File: src/design/kda_pkg.sv
// Shared types and constants for the key debouncer with autorepeat.
// No dependencies; imported by kda_lane and key_debounce_autorepeat.
`timescale 1ns / 1ps
`default_nettype none

package kda_pkg;

    // Per-key status kept by each lane
    typedef enum logic [1:0] {
        KS_IDLE    = 2'd0,
        KS_PRESS   = 2'd1,
        KS_AUTOREP = 2'd2,
        KS_LONG    = 2'd3
    } key_state_t;

    // Event codes carried on the output channel
    typedef enum logic [2:0] {
        EV_DOWN   = 3'd0,
        EV_UP     = 3'd1,
        EV_REPEAT = 3'd2,
        EV_LONG   = 3'd3,
        EV_RIGHT  = 3'd4,
        EV_LEFT   = 3'd5
    } ev_kind_t;

    // Key type codes, three bits per key in the type register
    localparam logic [2:0] TY_SIMPLE  = 3'd0;
    localparam logic [2:0] TY_AUTOREP = 3'd1;
    localparam logic [2:0] TY_LONG    = 3'd2;
    localparam logic [2:0] TY_ROTCLK  = 3'd3;

    // Configuration register indexes
    localparam logic [2:0] REG_UPPER  = 3'd0;
    localparam logic [2:0] REG_LOWER  = 3'd1;
    localparam logic [2:0] REG_AR_DLY = 3'd2;
    localparam logic [2:0] REG_PERIOD = 3'd3;
    localparam logic [2:0] REG_LP_DLY = 3'd4;
    localparam logic [2:0] REG_TYPES  = 3'd5;

    // Field widths fixed by the interface
    localparam int RAW_W      = 4;
    localparam int TYPES_W    = 12;
    localparam int TYPE_W     = 3;
    localparam int MAX_EVENTS = 4;
    localparam int CNT_W      = $clog2(MAX_EVENTS);

    // Timing and threshold settings shared by all lanes
    typedef struct packed {
        logic [7:0]  upper;
        logic [7:0]  lower;
        logic [15:0] ar_delay;
        logic [15:0] rep_period;
        logic [15:0] lp_delay;
    } kda_cfg_t;

    // Event found by one lane for the current word
    typedef struct packed {
        logic     valid;
        ev_kind_t kind;
    } lane_ev_t;

endpackage

`default_nettype wire

File: src/design/kda_lane.sv
// One key lane: integrator, hysteresis, hold timer and per-type event logic.
// Depends on kda_pkg.
`timescale 1ns / 1ps
`default_nettype none

module kda_lane
    import kda_pkg::*;
(
    input  wire logic              clk,
    input  wire logic              rst_n,
    input  wire logic              acc,
    input  wire logic              raw,
    input  wire logic [TYPE_W-1:0] key_type,
    input  wire kda_cfg_t          cfg,
    input  wire logic              data_idle,
    output lane_ev_t               ev,
    output logic                   next_idle
);

    key_state_t  status_reg, status_next, st_upd;
    logic [7:0]  level_reg, level_next, lvl_new;
    logic [15:0] timer_reg, timer_next, timer_upd, t_inc;
    logic        rise, fall, held;

    // Move integrator a quarter of the way toward the sensed level
    always_comb
    begin
        if (raw)
            lvl_new = level_reg + ((8'hFF - level_reg) >> 2);
        else
            lvl_new = level_reg - (level_reg >> 2);
    end

    // Hysteresis and per-type event decision
    always_comb
    begin
        rise      = (status_reg == KS_IDLE) && (lvl_new > cfg.upper);
        fall      = (status_reg != KS_IDLE) && (lvl_new < cfg.lower);
        held      = (status_reg != KS_IDLE) && !fall;
        t_inc     = (timer_reg == 16'hFFFF) ? timer_reg : timer_reg + 16'd1;
        st_upd    = status_reg;
        timer_upd = timer_reg;
        ev.valid  = 1'b0;
        ev.kind   = EV_DOWN;
        if (key_type <= TY_LONG)
        begin
            if (rise)
            begin
                ev.valid  = 1'b1;
                ev.kind   = EV_DOWN;
                timer_upd = '0;
                st_upd    = KS_PRESS;
            end
            else if (fall)
            begin
                if (status_reg == KS_PRESS)
                begin
                    ev.valid = 1'b1;
                    ev.kind  = EV_UP;
                end
                st_upd = KS_IDLE;
            end
            else if (held)
            begin
                timer_upd = t_inc;
                if (key_type == TY_AUTOREP)
                begin
                    if (status_reg == KS_PRESS && t_inc >= cfg.ar_delay)
                    begin
                        ev.valid  = 1'b1;
                        ev.kind   = EV_REPEAT;
                        timer_upd = '0;
                        st_upd    = KS_AUTOREP;
                    end
                    else if (status_reg == KS_AUTOREP && t_inc >= cfg.rep_period)
                    begin
                        ev.valid  = 1'b1;
                        ev.kind   = EV_REPEAT;
                        timer_upd = '0;
                    end
                end
                else if (key_type == TY_LONG)
                begin
                    if (status_reg == KS_PRESS && t_inc >= cfg.lp_delay)
                    begin
                        ev.valid = 1'b1;
                        ev.kind  = EV_LONG;
                        st_upd   = KS_LONG;
                    end
                end
            end
        end
        else
        begin
            // Unknown types track press and release only; a rotary clock pin also reports a turn on press
            if (rise)
            begin
                if (key_type == TY_ROTCLK)
                begin
                    ev.valid = 1'b1;
                    ev.kind  = data_idle ? EV_RIGHT : EV_LEFT;
                end
                st_upd = KS_PRESS;
            end
            else if (fall)
            begin
                st_upd = KS_IDLE;
            end
        end
        next_idle   = (st_upd == KS_IDLE);
        status_next = acc ? st_upd : status_reg;
        timer_next  = acc ? timer_upd : timer_reg;
        level_next  = acc ? lvl_new : level_reg;
    end

    // Hold lane state between accepted words
    always_ff @(posedge clk or negedge rst_n)
    begin
        if (!rst_n)
        begin
            status_reg <= KS_IDLE;
            level_reg  <= '0;
            timer_reg  <= '0;
        end
        else
        begin
            status_reg <= status_next;
            level_reg  <= level_next;
            timer_reg  <= timer_next;
        end
    end

`ifndef SYNTHESIS
    // An idle key can only announce a press or a rotation
    a_idle_ev_kind: assert property (@(posedge clk) disable iff (!rst_n)
        acc && ev.valid && status_reg == KS_IDLE |->
        ev.kind == EV_DOWN || ev.kind == EV_RIGHT || ev.kind == EV_LEFT)
        else $error("idle key produced a hold event");

    // Lane state moves only on an accepted word
    a_state_hold: assert property (@(posedge clk) disable iff (!rst_n)
        !acc |=> $stable(timer_reg) && $stable(level_reg) && $stable(status_reg))
        else $error("lane state changed without a word");

    // An up event always leaves the key idle
    a_up_idle: assert property (@(posedge clk) disable iff (!rst_n)
        acc && ev.valid && ev.kind == EV_UP |=> status_reg == KS_IDLE)
        else $error("up event did not return key to idle");
`endif

endmodule

`default_nettype wire

File: src/design/key_debounce_autorepeat.sv
// Top level: configuration registers, key lanes and the event merge stage.
// Depends on kda_pkg and kda_lane.
//
//   channel | direction | handshake            | payload
//   --------+-----------+----------------------+------------------------------
//   in      | input     | in_valid / in_stall  | raw_levels
//   out     | output    | out_valid / out_stall| event_kind, key_index, last
//   wr      | input     | wr_en                | wr_index, wr_data
//
// All lanes update in the cycle a word is accepted; their events enter a
// batch register that the merge stage drains one word per cycle while the
// output is not stalled, highest key first, into the output register. A
// tick yields at most four events; the next word is taken in the cycle that
// drains the last event of the batch. Output stall holds the output register
// and the batch. Reset clears all key state and loads the register defaults.
`timescale 1ns / 1ps
`default_nettype none

module key_debounce_autorepeat
    import kda_pkg::*;
#(
    parameter int NUM_KEYS = 4
)
(
    input  wire logic               clk,
    input  wire logic               rst_n,
    input  wire logic               in_valid,
    output logic                    in_stall,
    input  wire logic [RAW_W-1:0]   raw_levels,
    output logic                    out_valid,
    input  wire logic               out_stall,
    output logic [2:0]              event_kind,
    output logic [1:0]              key_index,
    output logic                    last,
    input  wire logic               wr_en,
    input  wire logic [2:0]         wr_index,
    input  wire logic [15:0]        wr_data
);

    kda_cfg_t             cfg_reg;
    logic [TYPES_W-1:0]   key_types_reg;

    lane_ev_t             lane_ev   [NUM_KEYS];
    logic [NUM_KEYS-1:0]  lane_idle;

    logic [NUM_KEYS-1:0]  pend_reg, pend_next;
    ev_kind_t             kind_reg  [NUM_KEYS];
    logic [CNT_W-1:0]     sent_reg, sent_next;

    logic                 out_valid_reg, out_valid_next;
    logic [2:0]           event_kind_reg, event_kind_next;
    logic [1:0]           key_index_reg, key_index_next;
    logic                 last_reg, last_next;

    logic                 busy, out_free, out_load, pick_last, batch_done, in_acc;
    logic [NUM_KEYS-1:0]  pick_mask, remaining;
    logic [2:0]           sel;
    logic [2:0]           kind_sel;

    // Write configuration registers
    always_ff @(posedge clk or negedge rst_n)
    begin
        if (!rst_n)
        begin
            cfg_reg.upper      <= 8'd192;
            cfg_reg.lower      <= 8'd64;
            cfg_reg.ar_delay   <= 16'd500;
            cfg_reg.rep_period <= 16'd100;
            cfg_reg.lp_delay   <= 16'd1000;
            key_types_reg      <= '0;
        end
        else if (wr_en)
        begin
            unique case (wr_index)
                REG_UPPER:  cfg_reg.upper      <= wr_data[7:0];
                REG_LOWER:  cfg_reg.lower      <= wr_data[7:0];
                REG_AR_DLY: cfg_reg.ar_delay   <= wr_data;
                REG_PERIOD: cfg_reg.rep_period <= wr_data;
                REG_LP_DLY: cfg_reg.lp_delay   <= wr_data;
                REG_TYPES:  key_types_reg      <= wr_data[TYPES_W-1:0];
                default:    ;
            endcase
        end
    end

    // One lane per key; keys past the input width see no contact and type 0
    for (genvar k = 0; k < NUM_KEYS; k++)
    begin : g_lane
        logic              raw_k;
        logic [TYPE_W-1:0] type_k;
        logic              data_idle_k;

        if (k < RAW_W)
        begin : g_raw
            assign raw_k = raw_levels[k];
        end
        else
        begin : g_noraw
            assign raw_k = 1'b0;
        end

        if (TYPE_W * k + TYPE_W <= TYPES_W)
        begin : g_type
            assign type_k = key_types_reg[TYPE_W*k +: TYPE_W];
        end
        else
        begin : g_notype
            assign type_k = TY_SIMPLE;
        end

        // Rotary data pin is the next key up; missing one reads idle
        if (k == NUM_KEYS - 1)
        begin : g_top
            assign data_idle_k = 1'b1;
        end
        else
        begin : g_next
            assign data_idle_k = lane_idle[k+1];
        end

        kda_lane u_lane (
            .clk       (clk),
            .rst_n     (rst_n),
            .acc       (in_acc),
            .raw       (raw_k),
            .key_type  (type_k),
            .cfg       (cfg_reg),
            .data_idle (data_idle_k),
            .ev        (lane_ev[k]),
            .next_idle (lane_idle[k])
        );
    end

    // Pick the highest pending lane of the batch
    always_comb
    begin
        sel       = '0;
        kind_sel  = EV_DOWN;
        pick_mask = '0;
        for (int k = 0; k < NUM_KEYS; k++)
        begin
            if (pend_reg[k])
            begin
                sel       = 3'(k);
                kind_sel  = kind_reg[k];
                pick_mask = NUM_KEYS'(1) << k;
            end
        end
        remaining = pend_reg & ~pick_mask;
    end

    // Handshake and batch control
    always_comb
    begin
        busy       = |pend_reg;
        out_free   = !out_valid_reg || !out_stall;
        out_load   = busy && out_free;
        pick_last  = (remaining == '0) || (sent_reg == CNT_W'(MAX_EVENTS - 1));
        batch_done = out_load && pick_last;
        in_stall   = busy && !batch_done;
        in_acc     = in_valid && !in_stall;

        if (in_acc)
        begin
            for (int k = 0; k < NUM_KEYS; k++)
            begin
                pend_next[k] = lane_ev[k].valid;
            end
        end
        else if (batch_done)
            pend_next = '0;
        else if (out_load)
            pend_next = remaining;
        else
            pend_next = pend_reg;

        if (in_acc || batch_done)
            sent_next = '0;
        else if (out_load)
            sent_next = sent_reg + CNT_W'(1);
        else
            sent_next = sent_reg;

        out_valid_next  = out_load ? 1'b1 : (out_valid_reg && out_stall);
        event_kind_next = out_load ? kind_sel : event_kind_reg;
        key_index_next  = out_load ? sel[1:0] : key_index_reg;
        last_next       = out_load ? pick_last : last_reg;
    end

    // Advance batch and output control
    always_ff @(posedge clk or negedge rst_n)
    begin
        if (!rst_n)
        begin
            pend_reg      <= '0;
            sent_reg      <= '0;
            out_valid_reg <= 1'b0;
        end
        else
        begin
            pend_reg      <= pend_next;
            sent_reg      <= sent_next;
            out_valid_reg <= out_valid_next;
        end
    end

    // Hold event payloads
    always_ff @(posedge clk)
    begin
        if (in_acc)
        begin
            for (int k = 0; k < NUM_KEYS; k++)
            begin
                kind_reg[k] <= lane_ev[k].kind;
            end
        end
        event_kind_reg <= event_kind_next;
        key_index_reg  <= key_index_next;
        last_reg       <= last_next;
    end

    assign out_valid  = out_valid_reg;
    assign event_kind = event_kind_reg;
    assign key_index  = key_index_reg;
    assign last       = last_reg;

`ifndef SYNTHESIS
    // Draining the last word empties the batch unless a new tick arrives
    a_drain_empty: assert property (@(posedge clk) disable iff (!rst_n)
        batch_done && !in_acc |=> !busy)
        else $error("batch not empty after last word");

    // Event counter rests at zero when nothing is pending
    a_cnt_idle: assert property (@(posedge clk) disable iff (!rst_n)
        !busy |-> sent_reg == '0)
        else $error("event counter not cleared");

    // A word marked last is followed by no more words of the same batch
    a_last_ends: assert property (@(posedge clk) disable iff (!rst_n)
        out_load && pick_last |=> pend_reg == '0 || $past(in_acc))
        else $error("words remain after last");
`endif

endmodule

`default_nettype wire
File: config.mk
export PLATFORM = sky130hd
export DESIGN_NAME = key_debounce_autorepeat
export DESIGN_NICKNAME = d
export VERILOG_FILES = /design/src/design/kda_pkg.sv /design/src/design/kda_lane.sv /design/src/design/key_debounce_autorepeat.sv
export SDC_FILE = /design/constraint.sdc
export NUM_CORES = 1
export LEC_CHECK = 0
export BUFFER_PORTS_ARGS = -buffer_cell sky130_fd_sc_hd__buf_2
export CORE_MARGIN = 2
export CORE_UTILIZATION = 52
export CTS_BUF_LIST = sky130_fd_sc_hd__clkbuf_4 sky130_fd_sc_hd__clkbuf_8 sky130_fd_sc_hd__clkbuf_16
export DETAILED_ROUTE_END_ITERATION = 12
export PLACE_DENSITY = 0.68
export SLEW_MARGIN = 30
export SYNTH_ARGS = -nofsm -noshare
export SYNTH_HDL_FRONTEND = slang
export SYNTH_HIERARCHICAL = 1
export SYNTH_SLANG_ARGS = --single-unit
export TNS_END_PERCENT = 5
File: constraint.sdc
create_clock -name clk -period 6.2 [get_ports clk]
set_input_delay 1.24 -clock clk [delete_from_list [all_inputs] [get_ports clk]]
set_output_delay 1.24 -clock clk [all_outputs]
set_load 0.01 [all_outputs]
==> impl_metrics.ini <==
[run_status]
run_status = finished, final reports clean

[critical_path]
required_ns = 6.68
worst-setup-path-type = primary input to flip-flop
critical_path.startpoint_type = primary input
rrSetupSlack_ns = 1.19
end_kind = flip-flop
cp_data_arrival_time_ns = 5.78
crit_fanout = 11

[clock_network]
cts_resized = 0
cts_sinks = 205
hold_buffers = 0
worst_skew_pair.late_latency_ns = 0.57
cts_made_buffers = 25
post_cts_buffers = 0
cts.path.max_buffers = 3
htreeDepth = 1
clock_tree.root_cell = sky130_fd_sc_hd__clkbuf_16
cts_tree = built
cts.clk_slew.worst_paths_ns = 0.06

[layout]
layout-drive-gt1-share_pct = 13.0
antenna-diode-count = 0
most-common-layout-cells = 316 x sky130_fd_sc_hd__inv_1, 285 x sky130_fd_sc_hd__ha_1, 169 x sky130_fd_sc_hd__dfrtp_1
finalCoreUtilization_pct = 56.6
syn2layout_area_growth_pct = 7.90
final_area_um2 = 20000
mostFrequentLayoutCell = sky130_fd_sc_hd__inv_1
fin_nets = 2433
fill_cells = 3121

[floorplanning]
die_area_um2 = 37100
std_cell_rows = 69
floorplan.die.height_um = 193
core-area_um2 = 35300
floorplan.io_pins = 36
initial_core_util_pct = 52.4
die_width_um = 193

[sta]
final_min_period_over_clock_period_pct = 85.4
final_setup_violation_count = 0
grt_setup_unrepaired = no
fmax_mhz = 189
setup_total_negative_slack_ns = 0
maxSlewHeadroom_pct = 33.9
postLayoutSetupSlackWorst_ns = 0.902
skew_ns = 0.0219
worst-slew-pin-transition_ns = 0.978
final_hold_viol_count = 0
timing.final.max_slew_violations = 0
period_needed_ns = 5.30

[placed_design]
place_hpwl_um = 38300
place_area_um2 = 19100
io_buffers = 35
dpl_worst_slack_ns = 0.374
globalplace.congestion = 0.921

[global_route]
grt_first_pass_wirelength_um = 79900
maximum_number_of_pins_on_one_net_before_global_route_repair = 89
groute.usage.overall_pct = 27.7
antenna_violations_before_repair = 0
grt-ovfl-total = 0
grt_pass1_vias = 15100

[run]
cap_violations = 0

[synth]
synth_warnings = 6
post_synthesis_cell_count = 2090
synthesis.nets = 2407
post_synth_instance_area_um2 = 18500
synth_area_per_cell_um2 = 8.86

[pwr]
total_power_w = 0.0107
p_leak_nw = 9.89
max-vdd-ir-drop_mv = 0.274
p_per_area_nw_per_um2 = 535

[drt]
drtPass1Iterations = 5
post_drt_via_cell_ratio = 5.98
vias = 15500
wl_per_cell_um = 19.6
antenna_violating_nets_post_route = 0
route.detailed.drc = 0
drt_first_iter_violations = 861
final_routed_wirelength_across_all_metal_layers_um = 50700

[worst_hold_path]
worstHoldPathType = flip-flop to flip-flop
critical path: stages:
cell                        delay, ns
sky130_fd_sc_hd__buf_2           0.16
sky130_fd_sc_hd__or4_1           0.45
sky130_fd_sc_hd__nor3_1          0.39
sky130_fd_sc_hd__xnor2_1         0.18
sky130_fd_sc_hd__ha_1            0.28
sky130_fd_sc_hd__or2_2           0.29
sky130_fd_sc_hd__a21oi_1         0.14
sky130_fd_sc_hd__a21oi_1         0.11
sky130_fd_sc_hd__xor2_1          0.30
sky130_fd_sc_hd__ha_1            0.31
sky130_fd_sc_hd__a21oi_1         0.12
sky130_fd_sc_hd__o21ai_0         0.10
sky130_fd_sc_hd__o221ai_1        0.39
sky130_fd_sc_hd__inv_1           0.15
sky130_fd_sc_hd__or3b_1          0.46
sky130_fd_sc_hd__or2_0           0.47
sky130_fd_sc_hd__o2bb2ai_2       0.23
stage by stage:
step / cells / hold WS, ns
after global routing: 2595 / 0.529
after global placement: 2550 / 0.489
after detailed placement: 2550 / 0.504
final: 2595 / 0.512
after CTS: 2595 / 0.517
after floorplan: 2090 / 0.470
report_power, final:
part | internal (W) | leakage (nW) | total (W) | switching (W)
Clock | 0.000883 | 0.412 | 0.00151 | 0.000632
Combinational | 0.00282 | 6.98 | 0.00680 | 0.00398
Sequential | 0.00177 | 2.50 | 0.00238 | 0.000616
Total | 0.00547 | 9.89 | 0.0107 | 0.00523
per-layer routing:
| layer | track usage, % | up-vias | part of all wire (%) |
|---|---|---|---|
| met1 | 36.2 | 7490 | 44 |
| met3 | 3.84 | 134 | 5.3 |
| li1 | - | 7465 | - |
| met5 | 0 | - | 0 |
| met2 | 44.8 | 419 | 46 |
| met4 | 14.0 | 0 | 5.2 |
worst paths after layout:
check / from / end / cells after the start
min in group asynchronous: rst_n / g_lane[3].u_lane/timer_reg[7] / 1
setup / recovery: raw_levels[1] / g_lane[1].u_lane/timer_reg[11] / 17
setup reg to reg: g_lane[1].u_lane/level_reg[2] / g_lane[1].u_lane/timer_reg[11] / 16
hold / removal: g_lane[0].u_lane/level_reg[0] / g_lane[0].u_lane/level_reg[0] / 1
hold reg to reg: g_lane[0].u_lane/level_reg[0] / g_lane[0].u_lane/level_reg[0] / 1
max in group asynchronous: rst_n / g_lane[0].u_lane/status_reg[0] / 2
area by class of cell:
cell class,count,area (um^2),share of cell area [%]
Clock inverter,12,140,0.701
Tap cell,461,577,2.89
Clock buffer,33,698,3.49
Multi-Input combinational cell,1517,11800,59.2
Sequential cell,205,5240,26.2
Inverter,316,1190,5.94
Timing Repair Buffer,51,304,1.52
Note: power is estimated with default switching activity, not from simulation.
